===== src/rtl/psx_pkg.sv =====
// Package: shared constants of the printable string extractor.
`timescale 1ns / 1ps
package psx_pkg;
  localparam int unsigned CHAR_W        = 8;
  localparam int unsigned MIN_W         = 6;
  localparam logic [CHAR_W-1:0] PRINT_LO = 8'h20;
  localparam logic [CHAR_W-1:0] PRINT_HI = 8'h7e;
  localparam logic [MIN_W-1:0] MIN_LEN_LO    = 6'd3;
  localparam logic [MIN_W-1:0] MIN_LEN_HI    = 6'd32;
  localparam logic [MIN_W-1:0] MIN_LEN_RESET = 6'd4;
endpackage


===== src/rtl/printable_string_extractor.sv =====
// Order: ending byte -> queued command -> first character in the output register.
// Throughput: a byte per cycle while a bank is free; a char per cycle out while ready.
// Two run banks: with two strings pending, input stalls until the older one drains.
// Reset: counters and queue cleared, min_length = 4; bank memory needs no clearing.
// Top level: printable string extractor.
`timescale 1ns / 1ps
module printable_string_extractor #(
  parameter int unsigned RUN_CAPACITY = 64,
  parameter int unsigned STRING_LIMIT = 128,
  parameter int unsigned SCAN_LIMIT   = 65536
) (
  input  logic       clk_i,
  input  logic       rst_ni,
  input  logic       cfg_valid_i,
  output logic       cfg_ready_o,
  input  logic [5:0] cfg_data_i,     // min_length
  input  logic       s_axis_tvalid,
  output logic       s_axis_tready,
  input  logic [7:0] s_axis_tdata,   // data_byte
  input  logic       s_axis_tlast,
  output logic       m_axis_tvalid,
  input  logic       m_axis_tready,
  output logic [7:0] m_axis_tdata,   // out_char
  output logic       m_axis_tlast,
  output logic       m_axis_tuser    // limit_reached
);
  localparam int unsigned LW = $clog2(RUN_CAPACITY + 1);
  localparam int unsigned AW = $clog2(RUN_CAPACITY);

  logic                       wr_en, push, pop, q_valid, q_full;
  logic [AW:0]                wr_addr;
  logic [psx_pkg::CHAR_W-1:0] wr_data;
  logic [LW+1:0]              cmd, head;

  psx_front #(
    .RUN_CAPACITY(RUN_CAPACITY),
    .STRING_LIMIT(STRING_LIMIT),
    .SCAN_LIMIT  (SCAN_LIMIT)
  ) u_front (
    .clk_i      (clk_i),
    .rst_ni     (rst_ni),
    .cfg_valid_i(cfg_valid_i),
    .cfg_ready_o(cfg_ready_o),
    .cfg_data_i (cfg_data_i),
    .s_valid_i  (s_axis_tvalid),
    .s_ready_o  (s_axis_tready),
    .s_data_i   (s_axis_tdata),
    .s_last_i   (s_axis_tlast),
    .q_full_i   (q_full),
    .wr_en_o    (wr_en),
    .wr_addr_o  (wr_addr),
    .wr_data_o  (wr_data),
    .push_o     (push),
    .cmd_o      (cmd)
  );

  psx_cmdq #(
    .W(LW + 2)
  ) u_cmdq (
    .clk_i  (clk_i),
    .rst_ni (rst_ni),
    .push_i (push),
    .cmd_i  (cmd),
    .pop_i  (pop),
    .valid_o(q_valid),
    .full_o (q_full),
    .head_o (head)
  );

  psx_drain #(
    .RUN_CAPACITY(RUN_CAPACITY)
  ) u_drain (
    .clk_i      (clk_i),
    .rst_ni     (rst_ni),
    .wr_en_i    (wr_en),
    .wr_addr_i  (wr_addr),
    .wr_data_i  (wr_data),
    .cmd_valid_i(q_valid),
    .cmd_i      (head),
    .cmd_pop_o  (pop),
    .m_valid_o  (m_axis_tvalid),
    .m_ready_i  (m_axis_tready),
    .m_data_o   (m_axis_tdata),
    .m_last_o   (m_axis_tlast),
    .m_user_o   (m_axis_tuser)
  );
endmodule


===== src/rtl/psx_front.sv =====
// Front end: classifies bytes, fills the run banks and queues drain commands.
`timescale 1ns / 1ps
module psx_front #(
  parameter int unsigned RUN_CAPACITY = 64,
  parameter int unsigned STRING_LIMIT = 128,
  parameter int unsigned SCAN_LIMIT   = 65536,
  localparam int unsigned LW = $clog2(RUN_CAPACITY + 1),
  localparam int unsigned AW = $clog2(RUN_CAPACITY),
  localparam int unsigned SW = $clog2(STRING_LIMIT + 1),
  localparam int unsigned BW = $clog2(SCAN_LIMIT + 1)
) (
  input  logic                           clk_i,
  input  logic                           rst_ni,
  input  logic                           cfg_valid_i,
  output logic                           cfg_ready_o,
  input  logic [psx_pkg::MIN_W-1:0]      cfg_data_i,
  input  logic                           s_valid_i,
  output logic                           s_ready_o,
  input  logic [psx_pkg::CHAR_W-1:0]     s_data_i,
  input  logic                           s_last_i,
  input  logic                           q_full_i,
  output logic                           wr_en_o,
  output logic [AW:0]                    wr_addr_o,
  output logic [psx_pkg::CHAR_W-1:0]     wr_data_o,
  output logic                           push_o,
  output logic [LW+1:0]                  cmd_o
);
  typedef struct packed {
    logic          flag;
    logic          bank;
    logic [LW-1:0] len;
  } cmd_t;

  logic [psx_pkg::MIN_W-1:0] min_len_q, eff_min;
  logic [LW-1:0] run_len_q, run_len_d;
  logic [SW-1:0] shown_q, shown_d;
  logic [BW-1:0] scanned_q, scanned_d;
  logic          halted_q, halted_d;
  logic          bank_q, bank_d;
  logic          accept, printable, long_enough;
  cmd_t          cmd;

  assign cfg_ready_o = 1'b1;
  assign s_ready_o   = !q_full_i;
  assign accept      = s_valid_i && s_ready_o;
  assign printable   = (s_data_i >= psx_pkg::PRINT_LO) && (s_data_i <= psx_pkg::PRINT_HI);
  assign wr_data_o   = s_data_i;
  assign wr_addr_o   = {bank_q, run_len_q[AW-1:0]};
  assign cmd_o       = cmd;

  always_comb begin
    if (min_len_q < psx_pkg::MIN_LEN_LO) begin
      eff_min = psx_pkg::MIN_LEN_LO;
    end else if (min_len_q > psx_pkg::MIN_LEN_HI) begin
      eff_min = psx_pkg::MIN_LEN_HI;
    end else begin
      eff_min = min_len_q;
    end
  end

  assign long_enough = run_len_q >= LW'(eff_min);

  always_comb begin
    run_len_d = run_len_q;
    shown_d   = shown_q;
    scanned_d = scanned_q;
    halted_d  = halted_q;
    bank_d    = bank_q;
    wr_en_o   = 1'b0;
    push_o    = 1'b0;
    cmd.flag  = 1'b0;
    cmd.bank  = bank_q;
    cmd.len   = run_len_q;
    if (accept) begin
      if (!halted_q) begin
        if (scanned_q < BW'(SCAN_LIMIT)) begin
          scanned_d = scanned_q + BW'(1);
          if (printable) begin
            if (run_len_q < LW'(RUN_CAPACITY)) begin
              wr_en_o   = 1'b1;
              run_len_d = run_len_q + LW'(1);
            end
          end else begin
            if (long_enough) begin
              shown_d  = shown_q + SW'(1);
              cmd.flag = shown_d >= SW'(STRING_LIMIT);
              push_o   = 1'b1;
              halted_d = cmd.flag;
            end
            run_len_d = '0;
          end
        end
        // final byte flushes a pending run, never flagged
        if (s_last_i && !halted_d && (run_len_d >= LW'(eff_min)) &&
            (shown_d < SW'(STRING_LIMIT))) begin
          push_o  = 1'b1;
          cmd.len = run_len_d;
        end
      end
      if (push_o) begin
        bank_d = !bank_q;
      end
      if (s_last_i) begin
        run_len_d = '0;
        shown_d   = '0;
        scanned_d = '0;
        halted_d  = 1'b0;
      end
    end
  end

  always_ff @(posedge clk_i or negedge rst_ni) begin
    if (!rst_ni) begin
      min_len_q <= psx_pkg::MIN_LEN_RESET;
      run_len_q <= '0;
      shown_q   <= '0;
      scanned_q <= '0;
      halted_q  <= 1'b0;
      bank_q    <= 1'b0;
    end else begin
      if (cfg_valid_i) begin
        min_len_q <= cfg_data_i;
      end
      run_len_q <= run_len_d;
      shown_q   <= shown_d;
      scanned_q <= scanned_d;
      halted_q  <= halted_d;
      bank_q    <= bank_d;
    end
  end
endmodule


===== src/rtl/psx_cmdq.sv =====
// Two-entry command queue; each entry owns one run bank until drained.
`timescale 1ns / 1ps
module psx_cmdq #(
  parameter int unsigned W = 9
) (
  input  logic         clk_i,
  input  logic         rst_ni,
  input  logic         push_i,
  input  logic [W-1:0] cmd_i,
  input  logic         pop_i,
  output logic         valid_o,
  output logic         full_o,
  output logic [W-1:0] head_o
);
  logic [W-1:0] ent_q [2];
  logic         wr_ptr_q, rd_ptr_q;
  logic [1:0]   cnt_q;

  assign valid_o = cnt_q != 2'd0;
  assign full_o  = cnt_q == 2'd2;
  assign head_o  = ent_q[rd_ptr_q];

  always_ff @(posedge clk_i) begin
    if (push_i) begin
      ent_q[wr_ptr_q] <= cmd_i;
    end
  end

  always_ff @(posedge clk_i or negedge rst_ni) begin
    if (!rst_ni) begin
      wr_ptr_q <= 1'b0;
      rd_ptr_q <= 1'b0;
      cnt_q    <= 2'd0;
    end else begin
      if (push_i) begin
        wr_ptr_q <= !wr_ptr_q;
      end
      if (pop_i) begin
        rd_ptr_q <= !rd_ptr_q;
      end
      cnt_q <= cnt_q + {1'b0, push_i} - {1'b0, pop_i};
    end
  end
endmodule


===== src/rtl/psx_drain.sv =====
// Back end: run bank memory, character read-out and output register.
`timescale 1ns / 1ps
module psx_drain #(
  parameter int unsigned RUN_CAPACITY = 64,
  localparam int unsigned LW = $clog2(RUN_CAPACITY + 1),
  localparam int unsigned AW = $clog2(RUN_CAPACITY)
) (
  input  logic                       clk_i,
  input  logic                       rst_ni,
  input  logic                       wr_en_i,
  input  logic [AW:0]                wr_addr_i,
  input  logic [psx_pkg::CHAR_W-1:0] wr_data_i,
  input  logic                       cmd_valid_i,
  input  logic [LW+1:0]              cmd_i,
  output logic                       cmd_pop_o,
  output logic                       m_valid_o,
  input  logic                       m_ready_i,
  output logic [psx_pkg::CHAR_W-1:0] m_data_o,
  output logic                       m_last_o,
  output logic                       m_user_o
);
  typedef struct packed {
    logic          flag;
    logic          bank;
    logic [LW-1:0] len;
  } cmd_t;

  logic [psx_pkg::CHAR_W-1:0] run_mem_q [2**(AW+1)];
  logic [psx_pkg::CHAR_W-1:0] rd_data_q;
  logic [AW-1:0] idx_q;
  logic          valid_q, last_q, user_q;
  logic          rd_en, at_end;
  cmd_t          cmd;

  assign cmd       = cmd_i;
  assign rd_en     = cmd_valid_i && (!valid_q || m_ready_i);
  assign at_end    = (LW'(idx_q) + LW'(1)) == cmd.len;
  assign cmd_pop_o = rd_en && at_end;
  assign m_valid_o = valid_q;
  assign m_data_o  = rd_data_q;
  assign m_last_o  = last_q;
  assign m_user_o  = user_q;

  always_ff @(posedge clk_i) begin
    if (wr_en_i) begin
      run_mem_q[wr_addr_i] <= wr_data_i;
    end
    if (rd_en) begin
      rd_data_q <= run_mem_q[{cmd.bank, idx_q}];
    end
  end

  always_ff @(posedge clk_i or negedge rst_ni) begin
    if (!rst_ni) begin
      idx_q   <= '0;
      valid_q <= 1'b0;
      last_q  <= 1'b0;
      user_q  <= 1'b0;
    end else begin
      if (rd_en) begin
        idx_q   <= at_end ? '0 : idx_q + AW'(1);
        valid_q <= 1'b1;
        last_q  <= at_end;
        user_q  <= at_end && cmd.flag;
      end else if (m_ready_i) begin
        valid_q <= 1'b0;
      end
    end
  end
endmodule


===== config.mk =====
export PLATFORM = sky130hd
export DESIGN_NAME = printable_string_extractor
export DESIGN_NICKNAME = d
export VERILOG_FILES = /design/src/rtl/psx_pkg.sv /design/src/rtl/printable_string_extractor.sv /design/src/rtl/psx_front.sv /design/src/rtl/psx_cmdq.sv /design/src/rtl/psx_drain.sv
export SDC_FILE = /design/constraint.sdc
export NUM_CORES = 1
export LEC_CHECK = 0
export BUFFER_PORTS_ARGS = -buffer_cell sky130_fd_sc_hd__buf_2
export CORE_ASPECT_RATIO = 1.2
export CORE_MARGIN = 2
export CORE_UTILIZATION = 63
export DETAILED_ROUTE_END_ITERATION = 10
export PLACE_DENSITY = 0.85
export SYNTH_ARGS = -nofsm -noshare
export SYNTH_HDL_FRONTEND = slang
export SYNTH_SLANG_ARGS = --single-unit

===== constraint.sdc =====
create_clock -name clk_i -period 4.1 [get_ports clk_i]
set_clock_uncertainty 0.15 [all_clocks]
set_input_delay 0 -clock clk_i [delete_from_list [all_inputs] [get_ports clk_i]]
set_output_delay 0 -clock clk_i [all_outputs]
set_load 0.01 [all_outputs]

==> results.md, run 1 <==
- IO Port Bufs: 31
- Die ar.: around 70000 µm²
- Clock buffer count from CTS: 100
- Worst EP arrival: about 4000 ps
- # clock sinks: 1103
- Die width: between 200 and 250 µm
- Post-DP HPWL: around 60000 µm
- Post-route ant nets: 0
- CP startpoint kind: register
- Via density: just over 7
- Power, Total: between 20 and 30 mW
- Worst Tran Pin Value: about 1200 ps
- Nets: 2245
- Grt ovf: 0
- Ys flop type: edfxtp_1
- Htree depth: 3
- Maximum VDD drop: roughly 700 µV
- Fin crit share: 0.9591
- Distinct cells, synth: 59
- Crit path kind: reg -> reg
- Syn_nets: about 2100
- Multi-input gate area: about 10000 µm²
- Setup-failing EPs final: 0
- Drt wl/cell: 34.11 µm
- Post-synth EDFFs: between 1000 and 1500
- Seq. cell area: approximately 33000 µm²
- Row count: 105
- Status: finished, final reports clean
- Total Routed Length: around 110000 µm
- GP Congestion: 0.8853
- Vias in the first global route: 23210
- Hold Fails Final Rpt: 0
- Overall routing resource usage: 0.3152
- Post-Synthesis Cells: 2089
- Minimum clock period: approximately 3900 ps
- Relative slew slack: 0.1720
- Synthesized area per cell: 20.87 µm²
- Clock root cell: clkbuf_16
- Clk slew on worst S/H paths: approximately 70 ps
- Die Height: 292.1 µm
- Commonest non-fill, non-tap cell in the layout: edfxtp_1
- Worst-Skew Late Latency: roughly 660 ps
- Pin count of the biggest net entering global routing: approximately 120
- Initial core utilization: 0.6368
- Post_cts resized: 0
- Ys Warns: 0
- Achievable frequency: ~250 MHz
- Post-CTS setup buffers: 0
- Max-cap viol count: 0
- First-pass GRT wire length: 160800 µm
- Io pins: 33
- FILL cells: between 3000 and 4000
- Power density cells: slightly above 600 nW/µm²
- DRC viols: 0
- Crit path capture type: register
- Slew Viols, Final: 0
- Unrepaired setup endpoints after global routing: false
- Critical Path RT: ~4200 ps
- Min-Delay Path Class: in -> reg
- Sequential-to-total area share from yosys stat: 0.7538
- Post-Synthesis Cell Area: 43590 µm²
- DR vias: around 23000
- Most frequent cells in the layout: edfxtp_1, mux4_2, nor2_1, clkbuf_16, buf_4
- Detailed Route Iter0 Violations: 3098
- Initial antenna violation count: 2
- First drt pass iteration count: 5
- Core ar.: a little under 70000 µm²
- Layout overhead on the synthesized area: 11.81%
- Post-synth ARST share: 0.04805
- Share of cells above drive strength 1: 0.2486
- Leak: between 15 and 20 nW
- Seq cells post-synth: around 1100
- Setup TNS: 0 ps
- CTS tree: yes
- Max Fanout on Critical Path: 10
- CTS max path bufs: 3
routing by layer:
metal,vias up,GRT usage,routed length (µm),share of wire
met3,383,0.06765,12110,0.11
met2,1908,0.5010,53190,0.49
met4,2,0.1527,6346,0.058
met5,-,0,12,0.00011
li1,8845,-,-,-
met1,11610,0.4233,37470,0.34
cell usage after synthesis (all sizes together), types with 12 or more instances:
| master | instances | area [µm²] |
|---|---|---|
| mux4 | 297 | 6689 |
| nand4 | 15 | 93.84 |
| buf | 63 | 330.3 |
| o21ai | 21 | 105.1 |
| inv | 12 | 45.04 |
| dfrtp | 52 | 1301 |
| mux2 | 13 | 168.9 |
| a21oi | 22 | 113.9 |
| nor2 | 176 | 663.1 |
| a22oi | 28 | 210.2 |
| edfxtp | 1050 | 31530 |
| xnor2 | 16 | 140.1 |
| nand2 | 55 | 206.5 |
| xor2 | 14 | 122.6 |
| nor3 | 12 | 60.06 |
| nand3 | 19 | 95.09 |
| ha | 18 | 225.2 |
| clkbuf | 46 | 172.7 |
| mux2i | 47 | 470.5 |
area by class of cell:
| cell class | count | area share |
|---|---|---|
| Sequential cell | 1103 | 0.6745 |
| Antenna cell | 1 | 0.00005135 |
| Clock inverter | 68 | 0.01599 |
| Multi-Input combinational cell | 865 | 0.2092 |
| Timing Repair Buffer | 125 | 0.02208 |
| Clock buffer | 116 | 0.05389 |
| Tap cell | 909 | 0.02334 |
| Inverter | 12 | 0.0009242 |
path summary, 6_finish.rpt:
path	to	cells after the start	slack, ps	from
max	u_drain.run_mem_q[75][1]$_DFFE_PP_	7	170	u_cmdq.cnt_q[0]$_DFF_PN0_
min	u_front.min_len_q[5]$_DFFE_PN0P_	3	40	cfg_valid_i
max reg2reg	u_drain.run_mem_q[75][1]$_DFFE_PP_	7	170	u_cmdq.cnt_q[0]$_DFF_PN0_
min reg2reg	u_drain.m_last_o$_DFFE_PN0P_	1	330	u_drain.m_last_o$_DFFE_PN0P_
max in group asynchronous	u_drain.idx_q[1]$_DFFE_PN0P_	4	2870	rst_ni
min in group asynchronous	u_front.shown_q[2]$_DFFE_PN0P_	4	390	rst_ni
critical path, cell delays in order (launching register included):
cell and delay [ps]:
dfrtp_1 380, nand2b_1 240, nand2_1 150, or2_2 360
nor4_1 950, nand2_1 230, buf_4 310, nor2_1 750
cell families (layout without fill, tap and decap cells):
group           count (synthesis)  in the layout  synth area share
mux                           357            357            0.1681
fa+ha+maj                      18             18          0.005167
other cells                     1              2        0.00008603
xor+xnor                       30             30          0.006028
buf+inv                       121            321           0.01257
compound gates                122            122           0.01955
simple gates                  337            337           0.03468
flops                        1103           1103            0.7538
metrics by stage:
stage,util,worst slack (ps),hold WS (ps),instances,cell area [µm²]
2_1_floorplan,-,915.5,-445.6,2089,43590
3_3_place_gp,0.6574,492.1,13.22,2981,45000
3_5_place_dp,0.6574,359.6,24.11,2981,45000
4_1_cts,0.7120,385.4,11.97,3198,48730
5_1_grt,0.7120,136.0,60.26,3199,48740
6_report,0.7120,167.8,43.59,3199,48740
report_power, final:
group / switching (mW) / internal, mW
Sequential: 0.236 / 12.5
Combinational: 4.02 / 3.39
Clock: 4.15 / 5.61
state kept, by name (all words and copies together), names as in the netlist, 2 cells and up:
name,flops
u_cmdq.cnt_q,2
u_cmdq.ent_q,18
u_drain.idx_q,6
u_drain.m_data_o,8
u_drain.run_mem_q,1024
u_front.min_len_q,6
u_front.run_len_q,7
u_front.scanned_q,17
u_front.shown_q,8
timing repair:
item | CTS | global route
setup endpoints to repair | 0 | 0
hold buffers | 33 | 0
hold endpoints to repair | 490 | 0
Power figures use the tool's default switching activity.
==> inputs of run 2 (changes only) <==
--- a/config.mk
+++ b/config.mk
@@ -6,11 +6,12 @@
 export NUM_CORES = 1
 export LEC_CHECK = 0
 export BUFFER_PORTS_ARGS = -buffer_cell sky130_fd_sc_hd__buf_2
-export CORE_ASPECT_RATIO = 1.2
+export CORE_ASPECT_RATIO = 1.1
 export CORE_MARGIN = 2
 export CORE_UTILIZATION = 63
 export DETAILED_ROUTE_END_ITERATION = 10
-export PLACE_DENSITY = 0.85
+export PLACE_DENSITY = 0.79
+export SLEW_MARGIN = 20
 export SYNTH_ARGS = -nofsm -noshare
 export SYNTH_HDL_FRONTEND = slang
 export SYNTH_SLANG_ARGS = --single-unit
==> run 2 against run 1 <==
Compared with the run above: largest cell class unchanged; maximum frequency grew 7.4%; cell area decreased by 0.17%; worst setup slack better by 270 ps; worst hold slack lost 11 ps; non-clock buffer count is 4 higher; critical path depth grew 7; highest routed layer unchanged.
==> results.md, run 2 (synthesis gave the netlist of run 1 again) <==
- Achievable frequency: 273.1 MHz (was 254.3 MHz)
- Top Registers: u_drain.run_mem_q: 1024 flops, u_cmdq.ent_q: 18 flops, u_front.scanned_q: 17 flops (unchanged)
- Crit path capture type: register (unchanged)
- Worst Path Buf+Inv: 1 (unchanged)
- Multi-input gate area: 10200 µm² (unchanged)
- Unrepaired setup endpoints after global routing: false (unchanged)
- Setup TNS: 0 ps (unchanged)
- Vias in the first global route: 22000 (was 23210)
- IO Port Bufs: 31 (unchanged)
- Core ar.: 68750 µm² (was 68450 µm²)
- Detailed Route Iter0 Violations: 2921 (was 3098)
- Setup WS post-layout: 438.8 ps (was 167.8 ps)
- FILL cells: 3935 (was 3558)
- Worst EP arrival: 4090 ps (was 4070 ps)
- Post_cts resized: 0 (unchanged)
- DRC viols: 0 (unchanged)
- Psw: 8.067 mW (was 8.408 mW)
- First drt pass iteration count: 6 (was 5)
- Crit-path cells: nor2_1 -> nand4_1 -> or3_1 -> a21oi_1 -> ha_1 -> o21ai_0 -> a21oi_1 -> nor3_1 -> o32a_1 -> ha_1 -> inv_1 -> ha_1 -> xnor2_1 -> xnor2_1 (was nand2b_1 -> nand2_1 -> or2_2 -> nor4_1 -> nand2_1 -> buf_4 -> nor2_1)
- Via density: 6.772 (was 7.109)
- Post-Place Setup Slack: 537.0 ps (was 359.6 ps)
- Crit path kind: reg -> reg (unchanged)
- Peak per-stage delay on the critical path: 420 ps (was 950 ps)
- Worst hold slack: 32.60 ps (was 43.59 ps)
- Pin count of the biggest net entering global routing: 113 (was 116)
- Commonest non-fill, non-tap cell in the layout: edfxtp_1 (unchanged)
- CP startpoint kind: register (unchanged)
- Clock root cell: clkbuf_16 (unchanged)
- Leak: 15.52 nW (was 15.53 nW)
- Fin crit share: 0.8930 (was 0.9591)
- Critical Path RT: 4530 ps (was 4240 ps)
- Internal Power: 21.34 mW (was 21.53 mW)
- CP max-delay cell: dfrtp_1 (was nor4_1)
- Io pins: 33 (unchanged)
- Status: finished, final reports clean (unchanged)
- Clk slew on worst S/H paths: 60 ps (was 70 ps)
- CP top delay family: simple AND/OR/NAND/NOR gates (unchanged)
- Die Height: 279.9 µm (was 292.1 µm)
- Max-cap viol count: 0 (unchanged)
- Initial antenna violation count: 3 (was 2)
- Largest register FFs: 1024 (unchanged)
- Htree depth: 3 (unchanged)
- Minimum clock period: 3661 ps (was 3932 ps)
- Min-Delay Path Class: in -> reg (unchanged)
- DR vias: 21770 (was 22740)
- First-pass GRT wire length: 147000 µm (was 160800 µm)
- Relative slew slack: 0.3023 (was 0.1720)
- Drt wl/cell: 30.98 µm (was 34.11 µm)
- Setup-failing EPs final: 0 (unchanged)
- Die width: 254.8 µm (was 244.1 µm)
- Clock buffer count from CTS: 101 (was 100)
- Clock share of power: 0.320 (was 0.326)
- Net Sw Frac: 0.2743 (was 0.2808)
- Worst Tran Pin Value: 1047 ps (was 1231 ps)
- GP Congestion: 0.8629 (was 0.8853)
- Worst-Skew Late Latency: 660 ps (about the same)
- Overall routing resource usage: 0.2891 (was 0.3152)
- Layout overhead on the synthesized area: 11.62% (was 11.81%)
- Top reg by flops: u_drain.run_mem_q (unchanged)
- Total Routed Length: 99590 µm (was 109100 µm)
- Maximum VDD drop: 470.3 µV (was 703.7 µV)
- Nets: 2250 (was 2245)
- Critical Path Most Common Cell: ha_1 (was nand2_1)
- Max Fanout on Critical Path: 6 (was 10)
- Post-DP HPWL: 58460 µm (was 59800 µm)
- # clock sinks: 1103 (unchanged)
- Die ar.: 71310 µm² (was 71320 µm²)
- Combinational share of power: 0.241 (was 0.247)
- CTS max path bufs: 3 (unchanged)
- Post-route ant nets: 0 (unchanged)
- Slew Viols, Final: 0 (unchanged)
- Power density cells: 604.5 nW/µm² (was 614.4 nW/µm²)
- Seq. cell area: 32870 µm² (unchanged)
- Row count: 101 (was 105)
- Reg power frac: 0.439 (was 0.427)
- Most frequent cells in the layout: edfxtp_1, mux4_2, nor2_1, clkbuf_16, buf_4 (unchanged)
- CTS tree: yes (unchanged)
- Hold Fails Final Rpt: 0 (unchanged)
- ANT cells: 0 (was 1)
- Share of cells above drive strength 1: 0.2434 (was 0.2486)
- Grt ovf: 0 (unchanged)
- Initial core utilization: 0.6341 (was 0.6368)
- Post-CTS setup buffers: 0 (unchanged)
[run 2: final timing paths]
kind / to / cells after the start / startpoint / slack (ps)
worst max-delay path: u_cmdq.cnt_q[1]$_DFF_PN0_ / 14 / u_front.run_len_q[6]$_DFFE_PN0P_ / 440
worst min-delay path: u_front.min_len_q[5]$_DFFE_PN0P_ / 3 / cfg_valid_i / 30
worst max register to register: u_cmdq.cnt_q[1]$_DFF_PN0_ / 14 / u_front.run_len_q[6]$_DFFE_PN0P_ / 440
worst min register to register: u_cmdq.wr_ptr_q$_DFFE_PN0P_ / 1 / u_cmdq.wr_ptr_q$_DFFE_PN0P_ / 360
max in group asynchronous: u_drain.idx_q[0]$_DFFE_PN0P_ / 4 / rst_ni / 2870
min in group asynchronous: u_front.scanned_q[10]$_DFFE_PN0P_ / 4 / rst_ni / 400
[run 2: cell type report]
type	instances	area share
clock buffer	126	0.05627
clock inverter	53	0.01132
inverter	12	0.0009258
multi-input combinational	865	0.2096
sequential	1103	0.6756
tap	927	0.02384
timing repair buffer	129	0.02245
[run 2: per-stage QoR]
stage | instances | cell area, µm² | util | total power, mW
5_1_grt | 3215 | 48650 | 0.7077 | 30.23
4_1_cts | 3215 | 48640 | 0.7076 | 29.49
3_5_place_dp | 3003 | 45020 | 0.6549 | 20.13
2_1_floorplan | 2089 | 43590 | - | 17.92
3_3_place_gp | 3003 | 45020 | 0.6549 | 20.01
6_report | 3215 | 48650 | 0.7077 | 29.41
[run 2: power by group through the flow]
stage / combinational [mW] / sequential [mW] / clock [mW]
floorplan: 5.06 / 12.9 / 0
global route: 7.41 / 12.9 / 9.88
detailed placement: 6.98 / 13.2 / 0
finish: 7.08 / 12.9 / 9.40
CTS: 7.11 / 12.9 / 9.47
global placement: 6.87 / 13.1 / 0
[run 2: repair_timing]
action / CTS / global route
endpoints found under the setup margin: 0 / 0
hold buffers: 33 / 0
endpoints found under the hold margin: 414 / 0
[run 2: per-layer routing]
metal | wire, µm | global-route usage | vias to the layer above
met5 | 12 | 0 | -
met4 | 3374 | 0.1000 | 2
met3 | 9473 | 0.05677 | 203
met2 | 50380 | 0.4711 | 1294
met1 | 36360 | 0.3983 | 11410
li1 | - | - | 8863
[run 2: worst reg2reg max path, delay by kind of cell, from the launching register on]
| kind | cells | cell delay [ps] |
|---|---|---|
| and+or+nand+nor | 4 | 1240 |
| buffers and inverters | 1 | 60 |
| DFF | 1 | 420 |
| xor gates and xnor gates | 2 | 260 |
| adders and majority gates | 3 | 680 |
| AOI/OAI and AO/OA | 4 | 760 |
